`config.mk`:
```
export PLATFORM = sky130hd
export DESIGN_NAME = batch_norm_relu_stream
export DESIGN_NICKNAME = d
export VERILOG_FILES = /design/src/rtl/bnr_pkg.sv /design/src/rtl/batch_norm_relu_stream.sv /design/src/rtl/bnr_ram.sv /design/src/rtl/bnr_front.sv /design/src/rtl/bnr_queue.sv /design/src/rtl/bnr_back.sv
export SDC_FILE = /design/constraint.sdc
export NUM_CORES = 2
export LEC_CHECK = 0
export BUFFER_PORTS_ARGS = -buffer_cell sky130_fd_sc_hd__buf_4
export CAP_MARGIN = 20
export CORE_MARGIN = 4
export CORE_UTILIZATION = 50
export CTS_CLUSTER_SIZE = 40
export DETAILED_ROUTE_END_ITERATION = 10
export GPL_ROUTABILITY_DRIVEN = 0
export PLACE_DENSITY = 0.65
export SLEW_MARGIN = 5
export SYNTH_ARGS = -nofsm -noshare
export SYNTH_HDL_FRONTEND = slang
export SYNTH_SLANG_ARGS = --single-unit
```
`constraint.sdc`:
```
create_clock -name clock -period 8.49 [get_ports clock]
set_input_delay 1.2735 -clock clock [delete_from_list [all_inputs] [get_ports clock]]
set_output_delay 1.2735 -clock clock [all_outputs]
set_load 0.05 [all_outputs]
```
`src/rtl/bnr_pkg.sv`:
```
`default_nettype none

package bnr_pkg;

   localparam int MAX_CHANNELS = 64;
   localparam int CH_AW = (MAX_CHANNELS > 1) ? $clog2(MAX_CHANNELS) : 1;

   // Queue between the front and the back.
   localparam int QDEPTH = 4;
   localparam int QAW = $clog2(QDEPTH);
   localparam int QLW = $clog2(QDEPTH + 1);

   // Configuration register indexes.
   localparam logic [2:0] REG_LAYOUT      = 3'd0;
   localparam logic [2:0] REG_RELU_ENABLE = 3'd1;
   localparam logic [2:0] REG_CHANNELS    = 3'd2;
   localparam logic [2:0] REG_PIXELS      = 3'd3;
   localparam logic [2:0] REG_IMAGES      = 3'd4;

   localparam int CSR_DW = 21;

   // Input opcodes.
   localparam logic OP_LOAD    = 1'b0;
   localparam logic OP_PROCESS = 1'b1;

   // Coefficient word in the table memory: offset, mean, scale from the top.
   localparam int COEF_W = 48;

   typedef struct packed {
      logic        layout;
      logic        relu_enable;
      logic [6:0]  channel_count;
      logic [20:0] pixels_per_image;
      logic [15:0] image_count;
   } cfg_type;

   typedef struct packed {
      logic signed [15:0] sample;
      logic signed [15:0] scale;
      logic signed [15:0] mean;
      logic signed [15:0] offset;
      logic [5:0]         channel;
      logic               last;
   } entry_type;

endpackage

`default_nettype wire

```
`src/rtl/batch_norm_relu_stream.sv`:
```
// Channel  Direction  Handshake              Payload
// req      in         req_tvalid/req_tready  tuser opcode, tdata sample and coefficients
// rsp      out        rsp_tvalid/rsp_tready  tuser saturated, tlast last, tdata result
// csr      in         csr_valid/csr_ready    csr_index, csr_data
//
// One item per cycle is accepted while the queue has room; a sample's result passes the
// read stage, the queue and the back stages and leaves at an edge with rsp_tready high.
// The coefficient memory is read once per sample in the front; the back runs subtract,
// multiply and add/saturate as three stages behind a four-item queue. Synchronous reset
// clears the counters, queue and pipeline and restores the configuration defaults. A
// stalled result holds the back; the front keeps taking items until the queue fills.
`default_nettype none

module batch_norm_relu_stream
   import bnr_pkg::*;
(
   input  wire logic               clock,
   input  wire logic               reset,
   input  wire logic               req_tvalid,
   output logic                    req_tready,
   input  wire logic               req_tuser,  // [0] opcode
   // [15:0] sample_value, [21:16] coef_channel, [37:22] coef_scale,
   // [53:38] coef_mean, [69:54] coef_offset, [71:70] zero
   input  wire logic [71:0]        req_tdata,
   output logic                    rsp_tvalid,
   input  wire logic               rsp_tready,
   output logic                    rsp_tuser,  // [0] saturated
   // [15:0] result_value, [21:16] result_channel, [23:22] zero
   output logic [23:0]             rsp_tdata,
   output logic                    rsp_tlast,
   input  wire logic               csr_valid,
   output logic                    csr_ready,
   input  wire logic [2:0]         csr_index,
   input  wire logic [CSR_DW-1:0]  csr_data
);

   cfg_type        cfg_ff, cfg_in;
   logic           push_valid;
   entry_type      push_entry;
   logic           pop;
   logic           q_valid;
   entry_type      q_entry;
   logic [QLW-1:0] q_level;

   assign csr_ready = 1'b1;

   always_comb begin
      cfg_in = cfg_ff;
      if (csr_valid) begin
         case (csr_index)
            REG_LAYOUT:      cfg_in.layout           = csr_data[0];
            REG_RELU_ENABLE: cfg_in.relu_enable      = csr_data[0];
            REG_CHANNELS:    cfg_in.channel_count    = csr_data[6:0];
            REG_PIXELS:      cfg_in.pixels_per_image = csr_data[20:0];
            REG_IMAGES:      cfg_in.image_count      = csr_data[15:0];
            default:         cfg_in = cfg_ff;
         endcase
      end
   end

   always_ff @(posedge clock) begin
      if (reset) begin
         cfg_ff.layout           <= 1'b0;
         cfg_ff.relu_enable      <= 1'b0;
         cfg_ff.channel_count    <= 7'd1;
         cfg_ff.pixels_per_image <= 21'd1;
         cfg_ff.image_count      <= 16'd1;
      end else begin
         cfg_ff <= cfg_in;
      end
   end

   bnr_front u_front (
      .clock      (clock),
      .reset      (reset),
      .cfg        (cfg_ff),
      .req_tvalid (req_tvalid),
      .req_tready (req_tready),
      .req_tuser  (req_tuser),
      .req_tdata  (req_tdata),
      .q_level    (q_level),
      .push_valid (push_valid),
      .push_entry (push_entry)
   );

   bnr_queue u_queue (
      .clock      (clock),
      .reset      (reset),
      .push       (push_valid),
      .push_entry (push_entry),
      .pop        (pop),
      .out_valid  (q_valid),
      .out_entry  (q_entry),
      .level      (q_level)
   );

   bnr_back u_back (
      .clock       (clock),
      .reset       (reset),
      .relu_enable (cfg_ff.relu_enable),
      .q_valid     (q_valid),
      .q_entry     (q_entry),
      .pop         (pop),
      .rsp_tvalid  (rsp_tvalid),
      .rsp_tready  (rsp_tready),
      .rsp_tuser   (rsp_tuser),
      .rsp_tdata   (rsp_tdata),
      .rsp_tlast   (rsp_tlast)
   );

endmodule

`default_nettype wire

```
`src/rtl/bnr_ram.sv`:
```
`default_nettype none

module bnr_ram #(
   parameter int WIDTH = 8,
   parameter int DEPTH = 16
) (
   input  wire logic                                        clock,
   input  wire logic                                        wr_en,
   input  wire logic [((DEPTH > 1) ? $clog2(DEPTH) : 1)-1:0] wr_addr,
   input  wire logic [WIDTH-1:0]                            wr_data,
   input  wire logic                                        rd_en,
   input  wire logic [((DEPTH > 1) ? $clog2(DEPTH) : 1)-1:0] rd_addr,
   output logic      [WIDTH-1:0]                            rd_data
);

   logic [WIDTH-1:0] storage_ff [DEPTH];
   logic [WIDTH-1:0] rd_data_ff;

   always_ff @(posedge clock) begin
      if (wr_en) begin
         storage_ff[wr_addr] <= wr_data;
      end
      if (rd_en) begin
         rd_data_ff <= storage_ff[rd_addr];
      end
   end

   assign rd_data = rd_data_ff;

endmodule

`default_nettype wire

```
`src/rtl/bnr_front.sv`:
```
`default_nettype none

module bnr_front
   import bnr_pkg::*;
(
   input  wire logic              clock,
   input  wire logic              reset,
   input  wire cfg_type           cfg,
   input  wire logic              req_tvalid,
   output logic                   req_tready,
   input  wire logic              req_tuser,
   input  wire logic [71:0]       req_tdata,
   input  wire logic [QLW-1:0]    q_level,
   output logic                   push_valid,
   output entry_type              push_entry
);

   logic [CH_AW-1:0] ch_pos_ff, ch_pos_in;
   logic [20:0]      pix_pos_ff, pix_pos_in;
   logic [15:0]      img_pos_ff, img_pos_in;

   logic        s1_valid_ff, s1_valid_in;
   logic [15:0] s1_sample_ff;
   logic [5:0]  s1_channel_ff;
   logic        s1_last_ff;

   logic [31:0] nch, npix, nimg, cc;
   logic        wrap_c, wrap_p, wrap_i, last;
   logic [CH_AW-1:0] ch_step;
   logic [20:0]      pix_step;
   logic [15:0]      img_step;
   logic        accept, proc_acc, load_acc;
   logic [COEF_W-1:0] rd_data;
   logic [5:0]  coef_channel;

   // An item is taken only when the queue has room for it and the one in the read stage.
   assign req_tready = ({1'b0, q_level} + {{QLW{1'b0}}, s1_valid_ff}) < (QLW + 1)'(QDEPTH);
   assign accept   = req_tvalid && req_tready;
   assign proc_acc = accept && (req_tuser == OP_PROCESS);
   assign load_acc = accept && (req_tuser == OP_LOAD);
   assign coef_channel = req_tdata[21:16];

   always_comb begin
      cc = 32'(cfg.channel_count);
      if (cc == 32'd0) begin
         nch = 32'd1;
      end else if (cc > 32'(MAX_CHANNELS)) begin
         nch = 32'(MAX_CHANNELS);
      end else begin
         nch = cc;
      end
      npix = (cfg.pixels_per_image == 21'd0) ? 32'd1 : 32'(cfg.pixels_per_image);
      nimg = (cfg.image_count == 16'd0) ? 32'd1 : 32'(cfg.image_count);

      wrap_c = (32'(ch_pos_ff) + 32'd1) >= nch;
      wrap_p = (32'(pix_pos_ff) + 32'd1) >= npix;
      wrap_i = (32'(img_pos_ff) + 32'd1) >= nimg;
      last   = wrap_c && wrap_p && wrap_i;

      ch_step  = wrap_c ? '0 : ch_pos_ff + CH_AW'(1);
      pix_step = wrap_p ? '0 : pix_pos_ff + 21'd1;
      img_step = wrap_i ? '0 : img_pos_ff + 16'd1;

      ch_pos_in  = ch_pos_ff;
      pix_pos_in = pix_pos_ff;
      img_pos_in = img_pos_ff;
      if (proc_acc) begin
         if (last) begin
            ch_pos_in  = '0;
            pix_pos_in = '0;
            img_pos_in = '0;
         end else if (!cfg.layout) begin
            pix_pos_in = pix_step;
            if (wrap_p) begin
               ch_pos_in = ch_step;
               if (wrap_c) begin
                  img_pos_in = img_step;
               end
            end
         end else begin
            ch_pos_in = ch_step;
            if (wrap_c) begin
               pix_pos_in = pix_step;
               if (wrap_p) begin
                  img_pos_in = img_step;
               end
            end
         end
      end
      s1_valid_in = proc_acc;
   end

   always_ff @(posedge clock) begin
      if (reset) begin
         ch_pos_ff   <= '0;
         pix_pos_ff  <= '0;
         img_pos_ff  <= '0;
         s1_valid_ff <= 1'b0;
      end else begin
         ch_pos_ff   <= ch_pos_in;
         pix_pos_ff  <= pix_pos_in;
         img_pos_ff  <= img_pos_in;
         s1_valid_ff <= s1_valid_in;
      end
   end

   always_ff @(posedge clock) begin
      if (proc_acc) begin
         s1_sample_ff  <= req_tdata[15:0];
         s1_channel_ff <= 6'(ch_pos_ff);
         s1_last_ff    <= last;
      end
   end

   bnr_ram #(
      .WIDTH(COEF_W),
      .DEPTH(MAX_CHANNELS)
   ) u_coef_ram (
      .clock   (clock),
      .wr_en   (load_acc && (32'(coef_channel) < 32'(MAX_CHANNELS))),
      .wr_addr (CH_AW'(coef_channel)),
      .wr_data (req_tdata[69:22]),
      .rd_en   (proc_acc),
      .rd_addr (ch_pos_ff),
      .rd_data (rd_data)
   );

   assign push_valid = s1_valid_ff;

   always_comb begin
      push_entry.sample  = s1_sample_ff;
      push_entry.scale   = rd_data[15:0];
      push_entry.mean    = rd_data[31:16];
      push_entry.offset  = rd_data[47:32];
      push_entry.channel = s1_channel_ff;
      push_entry.last    = s1_last_ff;
   end

endmodule

`default_nettype wire

```
`src/rtl/bnr_queue.sv`:
```
`default_nettype none

module bnr_queue
   import bnr_pkg::*;
(
   input  wire logic           clock,
   input  wire logic           reset,
   input  wire logic           push,
   input  wire entry_type      push_entry,
   input  wire logic           pop,
   output logic                out_valid,
   output entry_type           out_entry,
   output logic [QLW-1:0]      level
);

   entry_type          entries_ff [QDEPTH];
   logic [QAW-1:0]     wr_ptr_ff, wr_ptr_in;
   logic [QAW-1:0]     rd_ptr_ff, rd_ptr_in;
   logic [QLW-1:0]     level_ff, level_in;

   always_comb begin
      wr_ptr_in = wr_ptr_ff;
      rd_ptr_in = rd_ptr_ff;
      level_in  = level_ff;
      if (push) begin
         wr_ptr_in = (32'(wr_ptr_ff) == QDEPTH - 1) ? '0 : wr_ptr_ff + QAW'(1);
      end
      if (pop) begin
         rd_ptr_in = (32'(rd_ptr_ff) == QDEPTH - 1) ? '0 : rd_ptr_ff + QAW'(1);
      end
      if (push && !pop) begin
         level_in = level_ff + QLW'(1);
      end else if (pop && !push) begin
         level_in = level_ff - QLW'(1);
      end
   end

   always_ff @(posedge clock) begin
      if (reset) begin
         wr_ptr_ff <= '0;
         rd_ptr_ff <= '0;
         level_ff  <= '0;
      end else begin
         wr_ptr_ff <= wr_ptr_in;
         rd_ptr_ff <= rd_ptr_in;
         level_ff  <= level_in;
      end
   end

   always_ff @(posedge clock) begin
      if (push) begin
         entries_ff[wr_ptr_ff] <= push_entry;
      end
   end

   assign out_valid = (level_ff != '0);
   assign out_entry = entries_ff[rd_ptr_ff];
   assign level     = level_ff;

endmodule

`default_nettype wire

```
`src/rtl/bnr_back.sv`:
```
`default_nettype none

module bnr_back
   import bnr_pkg::*;
(
   input  wire logic           clock,
   input  wire logic           reset,
   input  wire logic           relu_enable,
   input  wire logic           q_valid,
   input  wire entry_type      q_entry,
   output logic                pop,
   output logic                rsp_tvalid,
   input  wire logic           rsp_tready,
   output logic                rsp_tuser,
   output logic [23:0]         rsp_tdata,
   output logic                rsp_tlast
);

   logic advance;

   // Subtract stage.
   logic               a_valid_ff;
   logic signed [16:0] a_diff_ff;
   logic signed [15:0] a_scale_ff, a_offset_ff;
   logic [5:0]         a_channel_ff;
   logic               a_last_ff;

   // Multiply stage.
   logic               b_valid_ff;
   logic signed [32:0] b_prod_ff;
   logic signed [15:0] b_offset_ff;
   logic [5:0]         b_channel_ff;
   logic               b_last_ff;

   // Output register.
   logic               o_valid_ff;
   logic [15:0]        o_value_ff, o_value_in;
   logic [5:0]         o_channel_ff;
   logic               o_sat_ff, o_sat_in;
   logic               o_last_ff;

   logic signed [20:0] quot;
   logic signed [21:0] sum;

   // The whole back pipeline moves together whenever the output can take a new item.
   assign advance = !o_valid_ff || rsp_tready;
   assign pop     = advance && q_valid;

   always_comb begin
      quot = b_prod_ff[32:12];
      sum  = 22'(quot) + 22'(b_offset_ff);
      o_sat_in = 1'b0;
      if (relu_enable && sum[21]) begin
         o_value_in = 16'd0;
      end else if (sum > 22'sd32767) begin
         o_value_in = 16'h7FFF;
         o_sat_in   = 1'b1;
      end else if (sum < -22'sd32768) begin
         o_value_in = 16'h8000;
         o_sat_in   = 1'b1;
      end else begin
         o_value_in = sum[15:0];
      end
   end

   always_ff @(posedge clock) begin
      if (reset) begin
         a_valid_ff <= 1'b0;
         b_valid_ff <= 1'b0;
         o_valid_ff <= 1'b0;
      end else if (advance) begin
         a_valid_ff <= q_valid;
         b_valid_ff <= a_valid_ff;
         o_valid_ff <= b_valid_ff;
      end
   end

   always_ff @(posedge clock) begin
      if (advance) begin
         a_diff_ff    <= 17'(q_entry.sample) - 17'(q_entry.mean);
         a_scale_ff   <= q_entry.scale;
         a_offset_ff  <= q_entry.offset;
         a_channel_ff <= q_entry.channel;
         a_last_ff    <= q_entry.last;

         b_prod_ff    <= 33'(a_scale_ff) * 33'(a_diff_ff);
         b_offset_ff  <= a_offset_ff;
         b_channel_ff <= a_channel_ff;
         b_last_ff    <= a_last_ff;

         o_value_ff   <= o_value_in;
         o_sat_ff     <= o_sat_in;
         o_channel_ff <= b_channel_ff;
         o_last_ff    <= b_last_ff;
      end
   end

   assign rsp_tvalid = o_valid_ff;
   assign rsp_tdata  = {2'b00, o_channel_ff, o_value_ff};
   assign rsp_tuser  = o_sat_ff;
   assign rsp_tlast  = o_last_ff;

endmodule

`default_nettype wire
```
* Word level (Yosys, flattened, before mapping)
Memory sizes are Yosys's and may differ from the RTL's. A register that Yosys moved wholly into a read port is not among the register bits. Cells that the tools add are included.
Cells by class: bitwise gates (word level) 1, div/mod/pow operators 0, $lt $le $gt $ge 7, multipliers 1, shifts and indexed selects 0, eq/ne operators 7, reductions and logical operators 31, add/subtract/negate cells 13, muxes and demuxes 33
Operator list (count):
- 2-to-1 mux 16 bit | 9
- 2-to-1 mux 21 bit | 5
- greater-or-equal comparator 32 bit | 3
- multiplier 16 x 17 -> 33 bit | 1
- 2-to-1 mux 6 bit | 4
- adder 21 x 1 -> 22 bit, second input constant | 1
- adder 21 x 16 -> 22 bit | 1
- greater-than comparator 22 x 16 -> 1 bit, second input constant | 1
- less-than comparator 22 x 16 -> 1 bit, second input constant | 1
- adder 21 x 1 -> 21 bit, second input constant | 1
- logical NOT 21 bit | 1
- adder 16 x 1 -> 17 bit, second input constant | 1
- subtractor 16 x 16 -> 17 bit | 1
- adder 16 x 1 -> 16 bit, second input constant | 1
- logical NOT 16 bit | 1
- 2-to-1 mux 15 bit | 1
- 2-to-1 mux 7 bit | 2
- AND reduction 2 bit | 7
- logical AND 1 bit | 9
- 2-to-1 mux 2 bit | 4
- adder 6 x 1 -> 7 bit, second input constant | 1
- greater-than comparator 7 bit, second input constant | 1
- logical NOT 7 bit | 1
- adder 6 x 1 -> 6 bit, second input constant | 1
- 20 further kinds | 34
Word-level totals: output and inout port bits 29, memories 2, bits in latches 0, ROM bits 0, bits in writable memories 3356, word-level logic and storage cells 127, bits in registers 259, input port bits 102
Memory list:
- u_front.u_coef_ram.storage_ff | words 64, width 48, rd ports 1, clocked after memory_dff 1, wr ports 1, RTL line bnr_ram.sv:16 | logic [WIDTH-1:0] storage_ff [DEPTH];
- u_queue.entries_ff | words 4, width 71, rd ports 1, clocked after memory_dff 1, wr ports 1, RTL line bnr_queue.sv:16 | entry_type entries_ff [QDEPTH];

* Logic depth before layout (Yosys ltp)
word-level depth 8, depth in mapped cells 24, depth with buffers taken out 23

* Hierarchy
From an unflattened synthesis, not the netlist that was laid out.
Second synthesis, totals: cells, all modules 7613, area total of the unflattened synthesis 150653.2 µm²
By module, submodules not included:
- bnr_ram | cells each 4970, seq. area each 93689.9 µm², area an instance 117597.8 µm², instances 1
- bnr_back | cells each 1547, seq. area each 3783.6 µm², area an instance 15887.7 µm², instances 1
- bnr_queue | cells each 414, seq. area each 8708.4 µm², area an instance 10755.3 µm², instances 1
- bnr_front | cells each 502, seq. area each 1571.5 µm², area an instance 4443.0 µm², instances 1
- batch_norm_relu_stream | cells each 180, seq. area each 920.9 µm², area an instance 1969.4 µm², instances 1

* Worst setup path before layout
No wires, ideal clock.
path kind flip-flop to flip-flop, from reg u_back.a_scale_ff[1], to reg u_back.b_prod_ff[32] (data pin), buffers on the path 1, period minus slack after synthesis 6.448 ns, required time 8.230 ns, stages on the path, launching flop included 22, setup time 0.260 ns, path slack 2.042 ns, arrival 6.188 ns, path through edfxtp_1 clkbuf_1 nand2_1 inv_1 fa_1 fa_1 fa_1 fa_1 fa_1 inv_1 fa_1 inv_1 ha_1 a21oi_1 o22ai_1 nor3_1 o221ai_1 a211o_1 a311oi_1 o21bai_1 a21oi_1 xnor2_1
On the way: longest elaborated chain between the ends 1
RTL lines:
- from (decl) | RTL line bnr_back.sv:24 | logic signed [15:0] a_scale_ff, a_offset_ff;
- from (signal assigned) | RTL line bnr_back.sv:81 | a_scale_ff <= q_entry.scale;
- multiplier 16 x 17 -> 33 bit | RTL line bnr_back.sv:86 | b_prod_ff <= 33'(a_scale_ff) * 33'(a_diff_ff);
- to (signal assigned) | RTL line bnr_back.sv:86
- to (decl) | RTL line bnr_back.sv:30 | logic signed [32:0] b_prod_ff;
No other way between the ends. A chain may end at the register's enable or synchronous reset.

* Final worst setup path
from reg u_back.a_scale_ff[2], to reg u_back.b_prod_ff[32] (data pin)
The elaborated chain is that of the path after synthesis.

==> metrics.csv <==
metric;value;unit
run_status;finished, final reports clean;
num_rows;200;
path_clk_slew;0.06;ns
ys_seq_area_frac;0.7250;
synth_edf_count;3551;
drtAntennaViolNets;0;
hold_start;u_back.a_offset_ff[4]$_DFFE_PP_;
place_ws;1.074;ns
critPathKind;register to register;
grt_pass1_vias;73190;
hold_depth;0;
synth-seq-cells;3653;
start_util;0.5038;
hold_viol;0;
reg2reg_to;u_back.b_prod_ff[32]$_DFFE_PP_;
period_needed;7.347;ns
min_period_over_period;0.8654;
avgRoutedWirePerCell;31.93;µm
slew_violations;0;
io_buffers;125;
rsz0062_at_grt;no;
grt-ovfl-total;0;
antenna_found_initial;30;
maxCapViolCount;0;
setup_viol;0;
slew-limit-headroom;0.2017;
final_core_util;0.5676;
finalClockSkew;0.09016;ns
dr_total_vias;72130;
crit_arrival;7.96;ns
r2r_slack;1.14;ns
cts_buffers;371;
h-tree-depth;5;
crit_path_start_kind;register;
first_pass_iters;8;
grt_usage;0.2411;
crit_top_cell;fa_1;
required;9.11;ns
finalSetupTns;0;ns
avgSynthCellArea;21.27;µm²
path_cells;nand2_1, fa_1, fa_1, inv_1, ha_1, fa_1, ha_1, inv_1, fa_1, inv_1, ha_1, a2111oi_0, o21ai_0, a221oi_1, o21ai_0, a211o_1, a311oi_1, o21bai_1, a21oi_1, xnor2_1;
clockBufferDepth;4;
ctsHoldBuffers;0;
cts_setup_buffers;0;
drive_gt1_frac;0.2587;
hp-class;register to register;
max_freq;136.1;MHz
worst_r2r_startpoint;u_back.a_scale_ff[2]$_DFFE_PP_;
ff2ff_path_depth;20;
design.final.nets;7941;
cp-end-kind;register;
max_slew.worst_pin.slew;1.197;ns
num_io_pins;131;
hold_end;u_back.b_offset_ff[4]$_DFFE_PP_;
grt_max_degree;131;
synth.distinct_cells;73;
ys_warn_count;0;
layout_setup_ws;1.143;ns
syn-instance-count;7047;
root_buffer;clkbuf_16;
cts_resized;0;
synthFlopType;edfxtp_1;
worst-path-max-fanout;17;
clock_latency;0.96;ns
cts_tree;built;
die-area;308600;µm²
die_w;555.5;µm
hpwl;207.8;mm
cp_slowest_cell;edfxtp_1;
grt_pass1_wl;532.9;mm
die_h;555.5;µm
syn_to_final_growth;12.66;%
drt_iter0_drc;9162;
vias_per_cell;6.191;
drc;0;
async_flop_share;0;
core;297500;µm²
syn_area;149900;µm²
cts.sinks;3653;
slowest_delay;0.79;ns
totalWireLength;372.0;mm
==> sequential cells by signal, summed over array words and instances, names as in the netlist, 17 cells and up, named ones only <==
name                           count
cfg_ff                            46
u_back.a_diff_ff                  17
u_back.b_prod_ff                  21
u_front.pix_pos_ff                21
u_front.u_coef_ram.rd_data        48
u_front.u_coef_ram.storage_ff   3072
u_queue.entries_ff               284
==> worst max-delay path: cells and delay by family (launching register included) <==
family          cells  cell delay (ns)
compound gates      8             3.09
fa+ha+maj           7             2.74
flops               1             0.79
simple gates        1             0.17
buf+inv             3             0.12
xor+xnor            1             0.08
==> how the worst max path moves through the flow <==
| stage | slack [ns] | to | start |
|---|---|---|---|
| 2_1_floorplan | 2.04 | u_back.b_prod_ff[32]$_DFFE_PP_ | u_back.a_scale_ff[1]$_DFFE_PP_ |
| 3_3_place_gp | 1.37 | u_back.b_prod_ff[32]$_DFFE_PP_ | u_back.a_scale_ff[2]$_DFFE_PP_ |
| 3_5_place_dp | 1.07 | u_back.b_prod_ff[32]$_DFFE_PP_ | u_back.a_scale_ff[4]$_DFFE_PP_ |
| 4_1_cts | 1.00 | u_back.b_prod_ff[32]$_DFFE_PP_ | u_back.a_diff_ff[5]$_DFFE_PP_ |
| 5_1_grt | 0.73 | u_back.b_prod_ff[32]$_DFFE_PP_ | u_back.a_diff_ff[5]$_DFFE_PP_ |
| 6_report | 1.14 | u_back.b_prod_ff[32]$_DFFE_PP_ | u_back.a_scale_ff[2]$_DFFE_PP_ |
==> cell families (layout without fill, tap and decap cells) <==
group,count (synthesis),count (layout),share of synthesized area
xor gates and xnor gates,88,88,0.005142
buffers and inverters,695,1338,0.01752
adders and majority gates,449,449,0.05140
AOI/OAI and AO/OA,310,310,0.01356
muxes,1094,1094,0.1631
other,2,24,0.00005010
and+or+nand+nor,756,756,0.02418
DFF,3653,3653,0.7250
==> area by class of cell <==
cell class / instances / area (µm²)
Multi-Input combinational cell: 2700 / 39090
Antenna cell: 21 / 52.55
Clock buffer: 456 / 9696
Clock inverter: 218 / 2346
Inverter: 379 / 1430
Sequential cell: 3653 / 108700
Fill cell: 21570 / 128700
Tap cell: 3939 / 4928
Timing Repair Buffer: 285 / 2628
==> metrics by stage <==
| step | std cells | hold slack [ns] | area [µm²] |
|---|---|---|---|
| finish | 11650 | 0.4084 | 168900 |
| global route | 11650 | 0.4124 | 168900 |
| CTS | 11630 | 0.4085 | 168800 |
| detailed placement | 10950 | 0.4054 | 156800 |
| global placement | 10950 | 0.4036 | 156700 |
| floorplan | 7048 | 0.4003 | 149900 |
==> Yosys cell counts (all sizes together), types with 11 or more instances <==
cell type	n	area share
a21o	32	0.0016
a21oi	110	0.0038
a22o	14	0.00082
a32o	11	0.00073
and2	142	0.0059
and3	21	0.00088
buf	86	0.0023
clkbuf	230	0.0058
dfxtp	102	0.014
edfxtp	3551	0.71
fa	278	0.037
ha	171	0.014
inv	379	0.0095
mux2i	13	0.00087
mux4	1079	0.16
nand2	265	0.0066
nand2b	11	0.00046
nand3	33	0.0011
nand4	16	0.00067
nor2	169	0.0042
nor2b	12	0.00050
nor3	26	0.00087
nor3b	12	0.00060
nor4	13	0.00058
o211ai	11	0.00058
o21a	18	0.00090
o21ai	56	0.0019
xnor2	57	0.0033
xor2	31	0.0018
==> routing by layer <==
layer  track usage  up-vias  wire, µm
met5      0.007345        -       415
met4       0.07057       18     10760
met3       0.04585      630     31730
met2        0.3898     3273    184000
met1        0.3380    38940    145200
li1              -    29270         -
==> cells in the final DEF (no fill, tap or decap), types with 11 or more instances in the layout <==
cell type and n:
nand4_1 16, dfxtp_1 94, clkinv_1 71, a22o_1 14
nor2_1 105, nand3_1 33, xnor2_1 57, nand2b_1 11
buf_12 39, xor2_1 31, ha_1 171, mux2i_1 13
edfxtp_1 3551, o21a_1 18, nor3b_1 12, clkinv_2 68
clkbuf_16 373, a21o_1 32, nand2_1 265, diode_2 21
and3_1 21, and2_1 137, inv_1 377, fa_1 278
mux4_2 1079, bufinv_16 34, buf_4 246, nor3_1 26
nor4_1 12, nor2_4 64, o21ai_0 51, nor2b_1 12
a32o_1 11, clkbuf_1 78, a21oi_1 106
Power is not shown: default switching activity piles up to over one toggle a cycle in this logic, so the estimate is an artifact.
